## config.mk

```make
export PLATFORM = sky130hd
export DESIGN_NAME = dns_name_label_encoder_top
export DESIGN_NICKNAME = d
export VERILOG_FILES = /design/src/hw/rtl/dnle_pkg.sv /design/src/hw/rtl/dnle_front.sv /design/src/hw/rtl/dnle_cmdq.sv /design/src/hw/rtl/dnle_back.sv /design/src/hw/rtl/dns_name_label_encoder_top.sv
export VERILOG_INCLUDE_DIRS = /design/src /design/src/hw/rtl
export SDC_FILE = /design/constraint.sdc
export NUM_CORES = 1
export LEC_CHECK = 0
export ABC_AREA = 0
export CORE_MARGIN = 2
export CORE_UTILIZATION = 35
export CTS_CLUSTER_SIZE = 24
export DETAILED_ROUTE_END_ITERATION = 10
export DONT_BUFFER_PORTS = 1
export GPL_TIMING_DRIVEN = 1
export PLACE_DENSITY_LB_ADDON = 0.12
export SYNTH_ARGS = -nofsm -noshare
export SYNTH_HDL_FRONTEND = slang
export SYNTH_HIERARCHICAL = 1
export SYNTH_SLANG_ARGS = --single-unit
```

## constraint.sdc

```tcl
create_clock -name clk -period 3.3 [get_ports clk]
set_input_delay 0.66 -clock clk [delete_from_list [all_inputs] [get_ports clk]]
set_output_delay 0.66 -clock clk [all_outputs]
set_load 0.05 [all_outputs]
```

## src/hw/rtl/dns_name_label_encoder_top_macros.svh

```systemverilog
// Assertion macros for the DNS name label encoder.
// Used by dns_name_label_encoder_top; expects clk and arst_n in scope.
`ifndef DNS_NAME_LABEL_ENCODER_TOP_MACROS_SVH
`define DNS_NAME_LABEL_ENCODER_TOP_MACROS_SVH

// Same-cycle implication, checked outside reset.
`define DNLE_ASSERT_NOW(lbl, ante, cons, msg) \
	lbl: assert property (@(posedge clk) disable iff (!arst_n) (ante) |-> (cons)) \
		else $error(msg);

// Next-cycle implication, checked outside reset.
`define DNLE_ASSERT_NEXT(lbl, ante, cons, msg) \
	lbl: assert property (@(posedge clk) disable iff (!arst_n) (ante) |=> (cons)) \
		else $error(msg);

`endif

```

## src/hw/rtl/dnle_pkg.sv

```systemverilog
// Shared constants and types for the DNS name label encoder.
// No dependencies; imported by every module of the block.
`default_nettype none
package dnle_pkg;

	localparam int MAX_LABEL = 62;
	localparam int CNT_W = 6;
	localparam int ADDR_W = CNT_W + 1;
	localparam int MEM_DEPTH = 2 ** ADDR_W;
	localparam int CMD_DEPTH = 2;
	localparam int OQ_DEPTH = 4;
	localparam int OQ_PTR_W = 2;
	localparam int OQ_CNT_W = 3;

	localparam logic [7:0] DOT_CHAR = 8'h2E;
	localparam logic [7:0] END_CHAR = 8'h00;

	typedef struct packed {
		logic             bank;
		logic [CNT_W-1:0] count;
		logic             cut;
		logic             is_end;
	} label_cmd_t;

	typedef struct packed {
		logic              en;
		logic [ADDR_W-1:0] addr;
		logic [7:0]        data;
	} mem_wr_t;

	typedef struct packed {
		logic [CNT_W-1:0] count;
		logic             bank;
		logic             delim;
		logic             accept;
	} front_status_t;

	typedef struct packed {
		logic [7:0] data;
		logic       last;
		logic       trunc;
	} result_t;

	typedef enum logic [3:0] {
		ST_IDLE = 4'b0001,
		ST_LEN  = 4'b0010,
		ST_DATA = 4'b0100,
		ST_END  = 4'b1000
	} back_state_t;

endpackage
`default_nettype wire

```

## src/hw/rtl/dnle_front.sv

```systemverilog
// Front end: accepts name bytes, stores label bytes, issues drain commands.
// Depends on dnle_pkg.
`default_nettype none
module dnle_front (
	input  wire logic                   clk,
	input  wire logic                   arst_n,
	input  wire logic                   push,
	input  wire logic [7:0]             name_char,
	input  wire logic                   q_full,
	output logic                        full,
	output dnle_pkg::mem_wr_t           mem_wr,
	output logic                        cmd_push,
	output dnle_pkg::label_cmd_t        cmd,
	output dnle_pkg::front_status_t     status
);
	import dnle_pkg::*;

	logic [CNT_W-1:0] count_q;
	logic             cut_q;
	logic             bank_q;
	logic             accept;
	logic             delim;
	logic             room;

	assign full   = q_full;
	assign accept = push && !q_full;
	assign delim  = (name_char == DOT_CHAR) || (name_char == END_CHAR);
	assign room   = count_q < CNT_W'(MAX_LABEL);

	assign mem_wr.en   = accept && !delim && room;
	assign mem_wr.addr = {bank_q, count_q};
	assign mem_wr.data = name_char;

	assign cmd_push    = accept && delim;
	assign cmd.bank    = bank_q;
	assign cmd.count   = count_q;
	assign cmd.cut     = cut_q;
	assign cmd.is_end  = (name_char == END_CHAR);

	assign status.count  = count_q;
	assign status.bank   = bank_q;
	assign status.delim  = delim;
	assign status.accept = accept;

	always_ff @(posedge clk or negedge arst_n) begin
		if (!arst_n) begin
			count_q <= '0;
			cut_q   <= 1'b0;
			bank_q  <= 1'b0;
		end else if (accept) begin
			if (delim) begin
				// close the label and move on to the other bank
				count_q <= '0;
				cut_q   <= 1'b0;
				bank_q  <= !bank_q;
			end else if (room) begin
				count_q <= count_q + 1'b1;
			end else begin
				cut_q <= 1'b1;
			end
		end
	end

endmodule
`default_nettype wire

```

## src/hw/rtl/dnle_cmdq.sv

```systemverilog
// Two-entry queue of label drain commands between front and back.
// Depends on dnle_pkg.
`default_nettype none
module dnle_cmdq (
	input  wire logic                 clk,
	input  wire logic                 arst_n,
	input  wire logic                 wr_en,
	input  wire dnle_pkg::label_cmd_t wr_cmd,
	input  wire logic                 rd_en,
	input  wire logic                 back_busy,
	output dnle_pkg::label_cmd_t      rd_cmd,
	output logic                      q_empty,
	output logic                      q_full,
	output logic [1:0]                q_count
);
	import dnle_pkg::*;

	label_cmd_t entry_q [0:CMD_DEPTH-1];
	logic       wptr_q;
	logic       rptr_q;
	logic [1:0] count_q;
	logic       do_wr;
	logic       do_rd;

	assign q_empty = (count_q == 2'd0);
	// a bank in use by the back end is as good as queued
	assign q_full  = ({1'b0, count_q} + {2'b0, back_busy}) >= 3'(CMD_DEPTH);
	assign q_count = count_q;
	assign rd_cmd  = entry_q[rptr_q];
	assign do_wr   = wr_en;
	assign do_rd   = rd_en && !q_empty;

	always_ff @(posedge clk) begin
		if (do_wr) begin
			entry_q[wptr_q] <= wr_cmd;
		end
	end

	always_ff @(posedge clk or negedge arst_n) begin
		if (!arst_n) begin
			wptr_q  <= 1'b0;
			rptr_q  <= 1'b0;
			count_q <= 2'd0;
		end else begin
			if (do_wr) begin
				wptr_q <= !wptr_q;
			end
			if (do_rd) begin
				rptr_q <= !rptr_q;
			end
			case ({do_wr, do_rd})
				2'b10:   count_q <= count_q + 2'd1;
				2'b01:   count_q <= count_q - 2'd1;
				default: count_q <= count_q;
			endcase
		end
	end

endmodule
`default_nettype wire

```

## src/hw/rtl/dnle_back.sv

```systemverilog
// Back end: label memory, drain sequencer and result queue.
// Depends on dnle_pkg.
`default_nettype none
module dnle_back (
	input  wire logic                 clk,
	input  wire logic                 arst_n,
	input  wire dnle_pkg::mem_wr_t    mem_wr,
	input  wire dnle_pkg::label_cmd_t cmd,
	input  wire logic                 cmd_empty,
	output logic                      cmd_pop,
	output logic                      busy,
	input  wire logic                 pop,
	output logic                      empty,
	output dnle_pkg::result_t         head
);
	import dnle_pkg::*;

	logic [7:0]        mem_q [0:MEM_DEPTH-1];
	back_state_t       state_q;
	back_state_t       state_d;
	label_cmd_t        cur_q;
	logic [CNT_W-1:0]  idx_q;
	logic [ADDR_W-1:0] rd_addr;

	logic       valid_s2;
	logic       from_mem_s2;
	logic [7:0] byte_s2;
	logic       last_s2;
	logic       trunc_s2;
	logic [7:0] rd_s2;

	result_t             oq_q [0:OQ_DEPTH-1];
	logic [OQ_PTR_W-1:0] owptr_q;
	logic [OQ_PTR_W-1:0] orptr_q;
	logic [OQ_CNT_W-1:0] ocount_q;
	logic                can_issue;
	logic                issue;
	logic                oq_pop;
	result_t             oq_in;
	logic                data_done;

	assign rd_addr   = {cur_q.bank, idx_q};
	// count results already in flight so the queue never overflows
	assign can_issue = ({1'b0, ocount_q} + {{OQ_CNT_W{1'b0}}, valid_s2})
		< (OQ_CNT_W + 1)'(OQ_DEPTH);
	assign issue     = (state_q != ST_IDLE) && can_issue;
	assign cmd_pop   = (state_q == ST_IDLE) && !cmd_empty;
	assign busy      = (state_q != ST_IDLE);
	assign data_done = (CNT_W'(idx_q + 1'b1) == cur_q.count);

	always_comb begin
		state_d = state_q;
		unique case (state_q)
			ST_IDLE: begin
				if (!cmd_empty) begin
					state_d = ST_LEN;
				end
			end
			ST_LEN: begin
				if (can_issue) begin
					if (cur_q.count != '0) begin
						state_d = ST_DATA;
					end else if (cur_q.is_end) begin
						state_d = ST_END;
					end else begin
						state_d = ST_IDLE;
					end
				end
			end
			ST_DATA: begin
				if (can_issue && data_done) begin
					state_d = cur_q.is_end ? ST_END : ST_IDLE;
				end
			end
			ST_END: begin
				if (can_issue) begin
					state_d = ST_IDLE;
				end
			end
			default: state_d = ST_IDLE;
		endcase
	end

	always_ff @(posedge clk) begin
		if (mem_wr.en) begin
			mem_q[mem_wr.addr] <= mem_wr.data;
		end
		rd_s2 <= mem_q[rd_addr];
	end

	always_ff @(posedge clk) begin
		if (cmd_pop) begin
			cur_q <= cmd;
		end
		if (issue) begin
			from_mem_s2 <= (state_q == ST_DATA);
			byte_s2     <= (state_q == ST_LEN) ? {2'b00, cur_q.count} : 8'h00;
			last_s2     <= (state_q == ST_END);
			trunc_s2    <= (state_q == ST_END) ? 1'b0 : cur_q.cut;
		end
	end

	always_ff @(posedge clk or negedge arst_n) begin
		if (!arst_n) begin
			state_q  <= ST_IDLE;
			idx_q    <= '0;
			valid_s2 <= 1'b0;
		end else begin
			state_q  <= state_d;
			valid_s2 <= issue;
			if (cmd_pop) begin
				idx_q <= '0;
			end else if (issue && (state_q == ST_DATA)) begin
				idx_q <= idx_q + 1'b1;
			end
		end
	end

	// result queue
	assign oq_in.data  = from_mem_s2 ? rd_s2 : byte_s2;
	assign oq_in.last  = last_s2;
	assign oq_in.trunc = trunc_s2;
	assign empty       = (ocount_q == '0);
	assign oq_pop      = pop && !empty;
	assign head        = oq_q[orptr_q];

	always_ff @(posedge clk) begin
		if (valid_s2) begin
			oq_q[owptr_q] <= oq_in;
		end
	end

	always_ff @(posedge clk or negedge arst_n) begin
		if (!arst_n) begin
			owptr_q  <= '0;
			orptr_q  <= '0;
			ocount_q <= '0;
		end else begin
			if (valid_s2) begin
				owptr_q <= owptr_q + 1'b1;
			end
			if (oq_pop) begin
				orptr_q <= orptr_q + 1'b1;
			end
			case ({valid_s2, oq_pop})
				2'b10:   ocount_q <= ocount_q + 1'b1;
				2'b01:   ocount_q <= ocount_q - 1'b1;
				default: ocount_q <= ocount_q;
			endcase
		end
	end

endmodule
`default_nettype wire

```

## src/hw/rtl/dns_name_label_encoder_top.sv

```systemverilog
// Top level of the DNS name label encoder: front, command queue, back.
// Depends on dnle_pkg, dnle_front, dnle_cmdq, dnle_back and the macros header.
`default_nettype none
// Takes a dotted host name one byte per item (a zero byte ends the name) and
// emits its DNS wire form: per label a length byte then the label bytes, and
// after the last label a zero byte with out_last set. Labels longer than 62
// bytes are cut to 62 and their results carry out_truncated. Ordinary bytes
// are taken one per cycle while full is low. A dot or the terminator hands
// the label to the drain sequencer, which loads the command and then emits
// one result per cycle while the result queue has room. Two label banks let
// the next label fill while one drains; the input stalls (full) only when
// both banks wait on the drain sequencer, and a four-entry result queue
// keeps the drain going while pop is low.
module dns_name_label_encoder_top (
	input  wire logic       clk,
	input  wire logic       arst_n,
	input  wire logic       push,
	output logic            full,
	input  wire logic [7:0] name_char,
	output logic            empty,
	input  wire logic       pop,
	output logic [7:0]      out_byte,
	output logic            out_last,
	output logic            out_truncated
);
	import dnle_pkg::*;

	`include "dns_name_label_encoder_top_macros.svh"

	mem_wr_t       mem_wr;
	logic          cmd_push;
	label_cmd_t    cmd_in;
	label_cmd_t    cmd_out;
	logic          cmd_empty;
	logic          cmd_full;
	logic [1:0]    cmd_count;
	logic          cmd_pop;
	logic          back_busy;
	front_status_t front_st;
	result_t       head;

	dnle_front u_front (
		.clk       (clk),
		.arst_n    (arst_n),
		.push      (push),
		.name_char (name_char),
		.q_full    (cmd_full),
		.full      (full),
		.mem_wr    (mem_wr),
		.cmd_push  (cmd_push),
		.cmd       (cmd_in),
		.status    (front_st)
	);

	dnle_cmdq u_cmdq (
		.clk       (clk),
		.arst_n    (arst_n),
		.wr_en     (cmd_push),
		.wr_cmd    (cmd_in),
		.rd_en     (cmd_pop),
		.back_busy (back_busy),
		.rd_cmd    (cmd_out),
		.q_empty   (cmd_empty),
		.q_full    (cmd_full),
		.q_count   (cmd_count)
	);

	dnle_back u_back (
		.clk       (clk),
		.arst_n    (arst_n),
		.mem_wr    (mem_wr),
		.cmd       (cmd_out),
		.cmd_empty (cmd_empty),
		.cmd_pop   (cmd_pop),
		.busy      (back_busy),
		.pop       (pop),
		.empty     (empty),
		.head      (head)
	);

	assign out_byte      = head.data;
	assign out_last      = head.last;
	assign out_truncated = head.trunc;

	`DNLE_ASSERT_NOW(a_bank_owners, 1'b1, ({1'b0, cmd_count} + {2'b0, back_busy}) <= 3'd2, "more labels pending than banks")
	`DNLE_ASSERT_NEXT(a_bank_flip, front_st.accept && front_st.delim, (front_st.bank != $past(front_st.bank)) && (front_st.count == '0), "delimiter did not close the label")
	`DNLE_ASSERT_NOW(a_last_is_zero, !empty && out_last, (out_byte == 8'h00) && !out_truncated, "final result is not a plain zero byte")

endmodule
`default_nettype wire
```

==> impl_metrics.csv <==
group,metric,value,unit
finish,n_antenna_cell,0,
critical_path,setup.worst_path.start_class,"flip-flop",
clocking,clock-root-buffer,"clkbuf_16",
finish,num-nets-final,2201,
grt,grt_pass1_vias,21400,
floorplanning,row_count,130,
grt,grt_max_degree,130,
power,ir_drop,0.472,mV
drt,first_pass_iters,5,
logic_synthesis,synth_nets,1960,
logic_synthesis,yosys_warnings,6,
run_status,status,"complete, no violations",
logic_synthesis,syn_inst,1939,
power,power_density,688,nW/um2
critical_path,cp.required,3890,ps
drt,wire_per_inst,27.7,um
finish,area_delta_synth_final,17.5,%
drt,vias_per_cell,5.20,
drt,drc_errors,0,
grt,grt_pass1_wl,158,mm
floorplanning,start_util,35.3,%
clocking,clock_latency,720,ps
floorplanning,dieHeight,360,um
finish,drive_gt1_share,34.8,%
place,io_buffer_count,0,
timing,rsz0062_at_grt,"false",
floorplanning,core,126000,um2
timing,whs,78.3,ps
clocking,cts_max_path_buffers,3,
clocking,htree_levels,4,
timing,skew,22.3,ps
place,routabilityCongestion,0.761,
clocking,post-cts-setup-buffers,0,
clocking,clk_pin_slew,60,ps
finish,multiInputGateArea,9750,um2
place,postPlaceCellArea,47800,um2
drt,ant_nets,0,
critical_path,crit_arrival,3780,ps
finish,nFillCells,10900,
finish,design_area,52000,um2
drt,finalWirelength,109,mm
grt,antenna_found_initial,8,
power,p_leak,16.1,nW
timing,period_share,96.8,%
grt,overflow,0,
place,dp_hpwl,66.1,mm
timing,max_slew_margin,32.1,%
min_path,hp-class,"in -> reg",
critical_path,end_kind,"flip-flop",
timing,worst_pin_slew,1020,ps
critical_path,crit_fanout,26,
floorplanning,die_w,360,um
timing,setup_viol,0,
flow_run,drv_cap,0,
timing,finalHoldViolations,0,
drt,via_count,20400,
finish,seqCellArea,34000,um2
finish,fin_util,41.4,%
clocking,cts.sinks,1138,
logic_synthesis,synth_area,44300,um2
timing,maxSlewViolCount,0,
clocking,cts_buffers,130,
logic_synthesis,synth_area_per_cell,22.8,um2
timing,period_needed,3190,ps
grt,grt_use_total,17.0,%
floorplanning,dieArea,129000,um2
clocking,cts_tree,"built",
floorplanning,ioPinCount,24,
critical_path,crit_type,"reg -> reg",
drt,drtIter0Drc,1752,
timing,fmax,313,MHz
-- metrics by stage --
stage,cells,power (mW),worst slack (ps),TNS [ps]
after floorplan,1939,20.6,-42.9,-3350
after global placement,3689,22.3,76.9,0
after detailed placement,3689,22.3,7.80,0
after CTS,3927,36.4,70.8,0
after global routing,3927,37.2,15.9,0
final,3927,35.8,105,0
-- what timing repair did --
item	4_1_cts	5_1_grt
hold buffers	9	0
gates cloned	0	0
hold endpoints to repair	50	0
gates resized for setup	1	2
setup endpoints to repair	12	110
-- power by group --
group          switching (mW)  leakage [nW]  total (mW)  internal [mW]
Clock                    5.54          2.02        13.8           8.30
Sequential              0.500          10.4        17.0           16.5
Combinational            2.72          3.68        4.97           2.25
Total                    8.76          16.1        35.8           27.1
-- final cells by class --
| type | instances | area share [%] |
|---|---|---|
| Sequential cell | 1138 | 65.3 |
| Multi-Input combinational cell | 676 | 18.7 |
| Clock buffer | 159 | 6.88 |
| Timing Repair Buffer | 221 | 3.97 |
| Tap cell | 1650 | 3.97 |
| Clock inverter | 70 | 1.08 |
| Inverter | 13 | 0.0938 |
-- routing by layer --
layer	wire (um)	vias to the layer above	global-route usage, %
met3	4360	133	2.51
met5	0	-	0
li1	-	8642	-
met1	49900	11200	24.6
met2	52400	482	27.0
met4	2040	0	4.32
-- worst paths after layout --
kind | startpoint | to | slack (ps) | cells past startpoint
min reg2reg | u_cmdq/wptr_q | u_cmdq/wptr_q | 490 | 1
min | name_char[1] | u_back/mem_q[91][1] | 80 | 0
max reg2reg | u_back/idx_q[0] | u_back/rd_s2[2] | 110 | 6
max in group asynchronous | arst_n | u_back/state_q[0] | 2670 | 2
min in group asynchronous | arst_n | u_back/orptr_q[0] | 390 | 2
max | u_back/idx_q[0] | u_back/rd_s2[2] | 110 | 6
-- sequential cells by signal, summed over array words and instances, names as in the netlist --
signal              flops
u_front/count_q         6
u_back/state_q          4
u_back/rd_s2            8
u_back/orptr_q          2
u_back/last_s2          1
u_back/trunc_s2         1
u_back/valid_s2         1
u_front/cut_q           1
u_back/mem_q         1024
u_back/from_mem_s2      1
u_back/cur_q            9
u_cmdq/entry_q         18
u_cmdq/wptr_q           1
u_cmdq/rptr_q           1
u_cmdq/q_count          2
u_back/idx_q            6
u_front/bank_q          1
u_back/oq_q            40
u_back/byte_s2          6
u_back/ocount_q         3
u_back/owptr_q          2
-- layout by cell type, fill, tap and decap left out, drive strengths merged, types with 9 or more instances in the layout --
| master | count |
|---|---|
| clkbuf | 159 |
| o21ai | 11 |
| edfxtp | 1100 |
| nand3 | 19 |
| nand2 | 23 |
| and2 | 14 |
| clkinv | 51 |
| xnor2 | 9 |
| dfrtp | 29 |
| nor2b | 13 |
| buf | 213 |
| inv | 16 |
| mux4 | 346 |
| xor2 | 11 |
| nor2 | 147 |
| mux2 | 23 |
-- worst max-delay path: stages, from the launching register on --
cell and delay (ps):
dfrtp_4 510, buf_12 280, buf_12 220, mux4_2 570
mux4_2 540, mux4_2 570, mux2_2 330
Note: power is estimated with default switching activity, not from simulation.
